`src/hw/rtl/tcmr_pkg.sv`:
```
// Shared types and constants for the match-reset timer.
// Holds the access codes, register selects and control bit positions.
// No dependencies.
`timescale 1ns / 1ps

package tcmr_pkg;

   // Default counter width, overridable at the top level
   localparam int CounterWidthDefault = 32;

   // Bus data width of the register file
   localparam int DataWidth = 32;

   // Field widths of one request
   localparam int OpWidth  = 2;
   localparam int SelWidth = 3;

   // Access kinds carried by op
   typedef enum logic [OpWidth-1:0] {
      OP_TICK  = 2'd0,
      OP_READ  = 2'd1,
      OP_WRITE = 2'd2
   } op_type;

   // Register selects
   typedef enum logic [SelWidth-1:0] {
      REG_IRQ       = 3'd0,
      REG_CONTROL   = 3'd1,
      REG_COUNTER   = 3'd2,
      REG_MATCH_CTL = 3'd3,
      REG_MATCH_VAL = 3'd4
   } reg_sel_type;

   // Bit positions in control, match control and interrupt registers
   localparam int CtrlEnableBit = 0;
   localparam int CtrlHoldBit   = 1;
   localparam int McFlagBit     = 0;
   localparam int McResetBit    = 1;
   localparam int IrqClearBit   = 0;

   // One request as held in the input register
   typedef struct packed {
      logic [OpWidth-1:0]   op;
      logic [SelWidth-1:0]  reg_sel;
      logic [DataWidth-1:0] write_data;
   } req_item_type;

endpackage

```
`src/hw/rtl/tcmr_core.sv`:
```
// Timer state and per-item update logic: counter, match value, control,
// match control and interrupt flag. Produces read data and the new flag.
// Depends on tcmr_pkg.
`timescale 1ns / 1ps

module tcmr_core #(
   parameter int COUNTER_WIDTH = tcmr_pkg::CounterWidthDefault
) (
   input  logic                           clock,
   input  logic                           reset,
   input  logic                           fire,
   input  tcmr_pkg::req_item_type         item,
   output logic [tcmr_pkg::DataWidth-1:0] read_data,
   output logic                           irq_next
);

   logic [COUNTER_WIDTH-1:0] count_ff, count_in;
   logic [COUNTER_WIDTH-1:0] match_value_ff, match_value_in;
   logic [1:0]               control_ff, control_in;
   logic [1:0]               match_ctl_ff, match_ctl_in;
   logic                     flag_ff, flag_in;
   logic [COUNTER_WIDTH-1:0] wdata_cnt;
   logic                     is_match;

   assign wdata_cnt = COUNTER_WIDTH'(item.write_data);
   assign is_match  = (count_ff == match_value_ff);

   // Work out the next state for the item in the input register
   always_comb begin
      count_in       = count_ff;
      match_value_in = match_value_ff;
      control_in     = control_ff;
      match_ctl_in   = match_ctl_ff;
      flag_in        = flag_ff;
      read_data      = '0;
      case (item.op)
         tcmr_pkg::OP_TICK: begin
            if (control_ff[tcmr_pkg::CtrlHoldBit]) begin
               count_in = '0;
            end else if (control_ff[tcmr_pkg::CtrlEnableBit]) begin
               if (is_match && match_ctl_ff[tcmr_pkg::McFlagBit]) begin
                  flag_in = 1'b1;
               end
               if (is_match && match_ctl_ff[tcmr_pkg::McResetBit]) begin
                  count_in = '0;
               end else begin
                  count_in = count_ff + COUNTER_WIDTH'(1);
               end
            end
         end
         tcmr_pkg::OP_READ: begin
            case (item.reg_sel)
               tcmr_pkg::REG_IRQ:       read_data = tcmr_pkg::DataWidth'(flag_ff);
               tcmr_pkg::REG_CONTROL:   read_data = tcmr_pkg::DataWidth'(control_ff);
               tcmr_pkg::REG_COUNTER:   read_data = tcmr_pkg::DataWidth'(count_ff);
               tcmr_pkg::REG_MATCH_CTL: read_data = tcmr_pkg::DataWidth'(match_ctl_ff);
               tcmr_pkg::REG_MATCH_VAL: read_data = tcmr_pkg::DataWidth'(match_value_ff);
               default:                 read_data = '0;
            endcase
         end
         tcmr_pkg::OP_WRITE: begin
            case (item.reg_sel)
               tcmr_pkg::REG_IRQ: begin
                  if (item.write_data[tcmr_pkg::IrqClearBit]) begin
                     flag_in = 1'b0;
                  end
               end
               tcmr_pkg::REG_CONTROL: begin
                  control_in = item.write_data[1:0];
                  if (item.write_data[tcmr_pkg::CtrlHoldBit]) begin
                     count_in = '0;
                  end
               end
               tcmr_pkg::REG_COUNTER: begin
                  if (!control_ff[tcmr_pkg::CtrlHoldBit]) begin
                     count_in = wdata_cnt;
                  end
               end
               tcmr_pkg::REG_MATCH_CTL: match_ctl_in   = item.write_data[1:0];
               tcmr_pkg::REG_MATCH_VAL: match_value_in = wdata_cnt;
               default: ;
            endcase
         end
         default: ;
      endcase
   end

   assign irq_next = flag_in;

   // Commit the new state when the item moves to the result register
   always_ff @(posedge clock) begin
      if (reset) begin
         count_ff       <= '0;
         match_value_ff <= '0;
         control_ff     <= '0;
         match_ctl_ff   <= '0;
         flag_ff        <= 1'b0;
      end else if (fire) begin
         count_ff       <= count_in;
         match_value_ff <= match_value_in;
         control_ff     <= control_in;
         match_ctl_ff   <= match_ctl_in;
         flag_ff        <= flag_in;
      end
   end

endmodule

```
`src/hw/rtl/timer_counter_match_reset.sv`:
```
// Top level of the match-reset timer: input register, timer core and
// result register with valid/ready handshakes on both sides.
// Depends on tcmr_pkg and tcmr_core.
//
// Usage:
//   Each request item on the req_ channel is a clock tick (op 0), a
//   register read (op 1) or a register write (op 2), with reg_sel picking
//   the interrupt, control, counter, match control or match value register.
//   Every item yields exactly one result item on the rsp_ channel: the read
//   data (zero unless a read) and the interrupt flag after the item.
//   An accepted item waits in the input register, where the timer core
//   updates its state, and moves to the result register when that register
//   is free or draining; rsp_valid then rises. Throughput is one item per
//   cycle while the receiver takes every result, set by the single pass of
//   the core between those two registers.
//   When the receiver stalls, the result register holds its item and the
//   input register takes one more; after that req_ready drops until the
//   result is taken.
//   Synchronous reset clears both registers' valid bits and all timer
//   state: counter, match value and control bits zero, flag clear.
`timescale 1ns / 1ps

module timer_counter_match_reset #(
   parameter int COUNTER_WIDTH = tcmr_pkg::CounterWidthDefault
) (
   input  logic                                clock,
   input  logic                                reset,
   input  logic                                req_valid,
   output logic                                req_ready,
   input  logic [tcmr_pkg::OpWidth-1:0]        req_op,
   input  logic [tcmr_pkg::SelWidth-1:0]       req_reg_sel,
   input  logic [tcmr_pkg::DataWidth-1:0]      req_write_data,
   output logic                                rsp_valid,
   input  logic                                rsp_ready,
   output logic [tcmr_pkg::DataWidth-1:0]      rsp_read_data,
   output logic                                rsp_irq
);

   logic                               in_valid_ff, in_valid_in;
   tcmr_pkg::req_item_type             in_item_ff;
   logic                               out_valid_ff, out_valid_in;
   logic [tcmr_pkg::DataWidth-1:0]     out_data_ff;
   logic                               out_irq_ff;
   logic                               advance;
   logic                               req_fire;
   logic [tcmr_pkg::DataWidth-1:0]     core_read_data;
   logic                               core_irq;

   // Move the held item on when the result register is free or draining
   assign advance   = in_valid_ff && (!out_valid_ff || rsp_ready);
   assign req_ready = !in_valid_ff || advance;
   assign req_fire  = req_valid && req_ready;

   assign in_valid_in  = req_fire || (in_valid_ff && !advance);
   assign out_valid_in = advance || (out_valid_ff && !rsp_ready);

   // Hold valid bits
   always_ff @(posedge clock) begin
      if (reset) begin
         in_valid_ff  <= 1'b0;
         out_valid_ff <= 1'b0;
      end else begin
         in_valid_ff  <= in_valid_in;
         out_valid_ff <= out_valid_in;
      end
   end

   // Capture the request payload
   always_ff @(posedge clock) begin
      if (req_fire) begin
         in_item_ff.op         <= req_op;
         in_item_ff.reg_sel    <= req_reg_sel;
         in_item_ff.write_data <= req_write_data;
      end
   end

   tcmr_core #(
      .COUNTER_WIDTH(COUNTER_WIDTH)
   ) u_core (
      .clock    (clock),
      .reset    (reset),
      .fire     (advance),
      .item     (in_item_ff),
      .read_data(core_read_data),
      .irq_next (core_irq)
   );

   // Capture the result
   always_ff @(posedge clock) begin
      if (advance) begin
         out_data_ff <= core_read_data;
         out_irq_ff  <= core_irq;
      end
   end

   assign rsp_valid     = out_valid_ff;
   assign rsp_read_data = out_data_ff;
   assign rsp_irq       = out_irq_ff;

endmodule

```
`config.mk`:
```
export PLATFORM = sky130hd
export DESIGN_NAME = timer_counter_match_reset
export DESIGN_NICKNAME = d
export VERILOG_FILES = /design/src/hw/rtl/tcmr_pkg.sv /design/src/hw/rtl/tcmr_core.sv /design/src/hw/rtl/timer_counter_match_reset.sv
export SDC_FILE = /design/constraint.sdc
export NUM_CORES = 1
export LEC_CHECK = 0
export BUFFER_PORTS_ARGS = -buffer_cell sky130_fd_sc_hd__buf_2
export CORE_UTILIZATION = 53
export CTS_CLUSTER_SIZE = 12
export DETAILED_ROUTE_END_ITERATION = 7
export PLACE_DENSITY = 0.77
export SYNTH_ARGS = -nofsm -noshare
export SYNTH_HDL_FRONTEND = slang
export SYNTH_SLANG_ARGS = --single-unit
```
`constraint.sdc`:
```
create_clock -name clock -period 2.2 [get_ports clock]
set_input_delay 0.44 -clock clock [delete_from_list [all_inputs] [get_ports clock]]
set_output_delay 0.44 -clock clock [all_outputs]
set_load 0.05 [all_outputs]
```
== Word-level counts from Yosys, hierarchy flattened ==
Index checks and enable logic that the tools add are counted.

* Bits in writable memories: 0
* Output and inout bits: 35
* Bits in registers: 141
* Memories: 0
* Latch bits: 0
* Input port bits: 41
* ROM bits: 0
* Word-level logic and storage cells: 59

* Multiplexer cells: 14
* Equality and inequality tests: 11
* Div/mod/pow operators: 0
* Reduce and logical (&&, ||, !) cells: 21
* Bitwise logic cells: 0
* Magnitude comparators: 0
* Shift-type cells: 0
* Add/sub/neg operators: 1
* Multiply operators: 0

{| class="wikitable"
|+ Operators with widths
! operator !! count
|-
| $mux 32 || 5
|-
| $pmux 32 s5 || 1
|-
| $pmux 32 s2 || 2
|-
| $add 32x1->32 const B || 1
|-
| $eq 32x32->1 || 1
|-
| $reduce_and 3->1 || 3
|-
| $eq 3x2->1 const B || 2
|-
| $logic_and 1x1->1 || 6
|-
| $ne 3x3->1 const B || 2
|-
| $reduce_and 6->1 || 1
|-
| $mux 1 || 5
|-
| $logic_not 1->1 || 4
|-
| $logic_or 1x1->1 || 4
|-
| $eq 3x1->1 const B || 1
|-
| $eq 3x3->1 const B || 1
|-
| $logic_not 3->1 || 1
|-
| $ne 3x1->1 const B || 1
|-
| $ne 3x2->1 const B || 1
|-
| $eq 2x1->1 const B || 1
|-
| $eq 2x2->1 const B || 1
|-
| $logic_not 2->1 || 1
|-
| $pmux 1 s2 || 1
|-
| $reduce_bool 2->1 || 1
|}

== Logic depth before layout (Yosys ltp) ==
* Word-level depth: 6
* Mapped depth: 9
* Mapped depth without buffers: 7

== Hierarchy ==
From an unflattened synthesis, not the netlist that was laid out.

* Cell total of the unflattened synthesis: 683
* Area total of the unflattened synthesis: 6560.0 um^2

{| class="wikitable"
|+ Modules (own cells, without submodules)
! module !! area each (um^2) !! sequential area each (um^2) !! times used !! cells each
|-
| tcmr_core || 4354.2 || 1381.3 || 1 || 603
|-
| timer_counter_match_reset || 2205.9 || 2142.1 || 1 || 80
|}

== Worst setup path before layout ==
Ideal clock, no wire load.

* Kind: reg-to-reg
* From: reg out_valid_ff (netlist: rsp_valid)
* To: reg in_item_ff[0] in the netlist's numbering, enable pin
* Data required time: 1.802 ns
* Slack: -0.247 ns
* Setup time: 0.398 ns
* Period minus slack after synthesis: 2.447 ns
* Path buffers: 0
* Arrival: 2.049 ns
* Stages on the path, launching flop included: 4
* Cell sequence: dfxtp_1 -> nor2b_1 -> nand2_1 -> and2_1

* Longest elaborated chain between the ends: 5

{| class="wikitable"
|+ Ends and longest elaborated chain
! element !! line !! source
|-
| from (decl) || timer_counter_match_reset.sv:41 || <nowiki>logic out_valid_ff, out_valid_in;</nowiki>
|-
| from (signal assigned) || timer_counter_match_reset.sv:64 || <nowiki>out_valid_ff <= out_valid_in;</nowiki>
|-
| $logic_not 1->1 || timer_counter_match_reset.sv:50 || <nowiki>assign advance = in_valid_ff && (!out_valid_ff || rsp_ready);</nowiki>
|-
| $logic_or 1x1->1 || timer_counter_match_reset.sv:50 ||
|-
| $logic_and 1x1->1 || timer_counter_match_reset.sv:50 ||
|-
| $logic_or 1x1->1 || timer_counter_match_reset.sv:51 || <nowiki>assign req_ready = !in_valid_ff || advance;</nowiki>
|-
| named net req_ready || timer_counter_match_reset.sv:29 || <nowiki>output logic req_ready,</nowiki>
|-
| $logic_and 1x1->1 || timer_counter_match_reset.sv:52 || <nowiki>assign req_fire = req_valid && req_ready;</nowiki>
|-
| named net req_fire || timer_counter_match_reset.sv:45 || <nowiki>logic req_fire;</nowiki>
|-
| to (decl) || timer_counter_match_reset.sv:40 || <nowiki>tcmr_pkg::req_item_type in_item_ff;</nowiki>
|}

The timed path passes the listed nets, and every way through them passes these cells.
A chain may end at the register's enable or synchronous reset.

== Worst setup path in the final report ==
* From: reg in_item_ff[32] in the netlist's numbering
* To: reg u_core.count_ff[12]

* Longest elaborated chain between the ends: 3

{| class="wikitable"
|+ Ends and longest elaborated chain
! element !! line !! source
|-
| $eq 3x2->1 or $eq 3x1->1 (tied branches) || tcmr_core.sv:62 || <nowiki>case (item.reg_sel)</nowiki>
|-
| $pmux 32 s2, or another cell as far along || tcmr_core.sv:62 ||
|-
| $pmux 32 s2 or $reduce_and 6->1 (tied branches) || -- ||
|-
| to (signal assigned) || tcmr_core.sv:99 || <nowiki>count_ff <= count_in;</nowiki>
|-
| to (decl) || tcmr_core.sv:17 || <nowiki>logic [COUNTER_WIDTH-1:0] count_ff, count_in;</nowiki>
|}

Parallel ways exist; a longest one is shown, timed or not.

==> out/metrics.cfg <==
[sta]
rsz0062_at_grt=true
maxSlewViolCount=0
finalCritPeriodShare=1.034
fin_skew_ns=0.006677
hold_viol_final=0
setup_ws_ns=-0.07534
max_clock_freq_mhz=439.5
fin_hold_ws_ns=0.1916
slew_headroom=0.3707
tightest_slew_ns=0.9439
setup_violations=4
tns_ns=-0.1226
layout_min_cycle_time_ns=2.275

[floorplanning]
row_count=39
ios=76
initial_core_util=0.5552
dieArea_sq_um=12610
die_h_microns=112.3
die_w_microns=112.3
core-area_sq_um=11610

[detailed_routing]
vias=5761
drt_iter0_markers=518
drc=5
firstDrtPassIters=7
wirelength_microns=18280
ant_nets=0
drt-vias-per-instance=6.175
routedWlPerCell_microns=19.60

[grt]
antenna_found_initial=0
grt_util_all_layers=0.2996
grt_max_degree=38
grt_overflow=0
grt_pass1_vias=5565
grt_pass1_wl_microns=28640

[power]
powerDensity_nw_per_um2=743.5
internal-power_mw=4.695
peakVddDrop_mv=0.6765
p_leak_nw=2.891
sw_frac_of_total=0.2303
p_clk_frac=0.456
p_switching_mw=1.405
combPwrFrac=0.071
p_seq_frac=0.473
p_total_mw=6.100

[clocking]
h-tree-depth=4
clockBufferDepth=2
cts_inserted_buffers=17
clkSlewWorstSetupHoldPaths_ns=0.06
cts_root_buf=clkbuf_16
clk_latency_ns=0.42
tritoncts=done
cts-hold-fix-buffers=0
cts.sinks=141

[logic_synthesis]
post-synth-top-area-cell=edfxtp_1
synth-edff-count=70
synth_seq_area_share=0.5465
syn_area_per_cell_sq_um=9.858
syn_nets=696
synth_ff_type=dfxtp_1
synthTopCellsByArea=edfxtp_1 33%, dfxtp_1 22%, nand2_1 6.2%, xnor2_1 4.9%, a22oi_1 3.7%
ys_seq_elements=141
ys_warn_count=0
synth_common_cells=106 x nand2_1, 71 x dfxtp_1, 70 x edfxtp_1
synth_top_area_share=0.3260
syn-cell-area_sq_um=6447
synth_cell_types=56
synthCells=654
async_flop_share=0
yosysMostFrequentCell=nand2_1

[critical_path]
cp-start-kind=flop
path_buf_inv=1
worstPathCellList=nand2b_4 > o311a_4 > or4_4 > buf_12 > o2111ai_1 > o311ai_2
path_class=reg2reg
rrSetupSlack_ns=-0.08
cp_top_family=compound AO/OA/AOI/OAI gates
crit_cells=6
timing.critical_path.slowest_stage_cell=or4_4
reg2reg_depth=6
reg2reg_to=u_core.count_ff[12]
worstPathArrival_ns=2.56
crit_path_max_fanout=18
rr_startpoint=in_item_ff[32]
max_stage_delay_ns=0.60
cp-end-kind=flop
worst_setup_path_startpoint=in_item_ff[32]
setup.worst_path.end=u_core.count_ff[12]
crit_required_ns=2.49

[run]
cap_violations=0

[placed_design]
dp_slack_ns=-0.06383
numPlacedInstances=891
dp_hpwl_microns=12380
gp_congestion=0.9200
port_buffers=75

[worst_hold_path]
hp-class=in2reg

[layout]
fillers=864
synthToLayoutAreaGrowth_pct=27.27
stdcell_count=933
final_net_count=819
diodes=0
drive_above_1_share=0.2873

[outcome]
outcome=finished with violations
violations=DRC, setup timing

stage by stage:
stage | utilization | cell area, sq um
finish | 0.7065 | 8205
global route | 0.7065 | 8205
CTS | 0.6908 | 8023
detailed placement | 0.6334 | 7356
global placement | 0.6334 | 7356
floorplan | - | 6461
routing by layer:
layer | GRT usage | share of wire | wire [microns] | vias up
met4 | 0.1493 | 0.039 | 710 | 0
li1 | - | - | - | 2661
met5 | 0 | 0 | 0 | -
met3 | 0.07235 | 0.083 | 1523 | 50
met2 | 0.4609 | 0.46 | 8481 | 312
met1 | 0.3973 | 0.41 | 7568 | 2738
repair_timing:
item / in CTS / in global routing
pin swaps: 3 / 7
endpoints found under the setup margin: 18 / 31
buffers inserted: 1 / 6
gates resized for setup: 13 / 28
gates cloned: 1 / 2
registers in the layout, summed over array words and instances (netlist names):
register	cells
u_core.control_ff	2
u_core.match_value_ff	32
in_item_ff	37
rsp_read_data	32
u_core.flag_ff	1
u_core.match_ctl_ff	2
rsp_irq	1
u_core.count_ff	32
rsp_valid	1
in_valid_ff	1
worst min-delay path by stage:
| stage | from | end | cells after the start |
|---|---|---|---|
| CTS | req_write_data[19] | in_item_ff[19] | 1 |
| global placement | u_core.match_value_ff[16] | u_core.match_value_ff[16] | 2 |
| detailed placement | u_core.match_value_ff[6] | u_core.match_value_ff[6] | 2 |
| finish | req_write_data[19] | in_item_ff[19] | 1 |
| floorplan | in_item_ff[18] | u_core.count_ff[18] | 2 |
| global route | req_write_data[19] | in_item_ff[19] | 1 |
cell usage in the layout, fill, tap and decap left out, drive strengths merged, types with 22 or more instances in the layout:
cell / synthesis / final
clkbuf: 47 / 22
nand2: 107 / 107
a22oi: 32 / 32
nor2: 60 / 60
o21ai: 24 / 24
edfxtp: 70 / 70
a21oi: 38 / 38
xnor2: 36 / 36
dfxtp: 71 / 71
buf: 8 / 157
power by group through the flow:
stage | logic (mW) | registers (mW) | clock network (mW)
global route | 0.459 | 2.89 | 2.92
floorplan | 0.150 | 3.01 | 0
global placement | 0.391 | 2.93 | 0
detailed placement | 0.399 | 2.94 | 0
finish | 0.435 | 2.89 | 2.78
CTS | 0.411 | 2.88 | 2.80
cell type report:
cell class                 instances  area (sq um)  share of cell area
sequential                       141          3533              0.4306
multi-input combinational        454          2844              0.3466
timing repair buffer             158          1052              0.1282
clock buffer                      21         460.4             0.05611
tap                              143         178.9             0.02181
clock inverter                    11         117.6             0.01433
inverter                           5         18.77            0.002287
kinds of logic (layout without fill, tap and decap cells):
family,after synthesis,after routing,share of synthesized area
and+or+nand+nor,258,259,0.1921
AOI/OAI and AO/OA,153,153,0.1628
DFF,141,141,0.5465
buffers and inverters,60,195,0.04017
xor gates and xnor gates,38,38,0.05162
muxes,3,3,0.004852
adders and majority gates,1,1,0.001940
No activity file was read; power rests on OpenSTA's default activity.
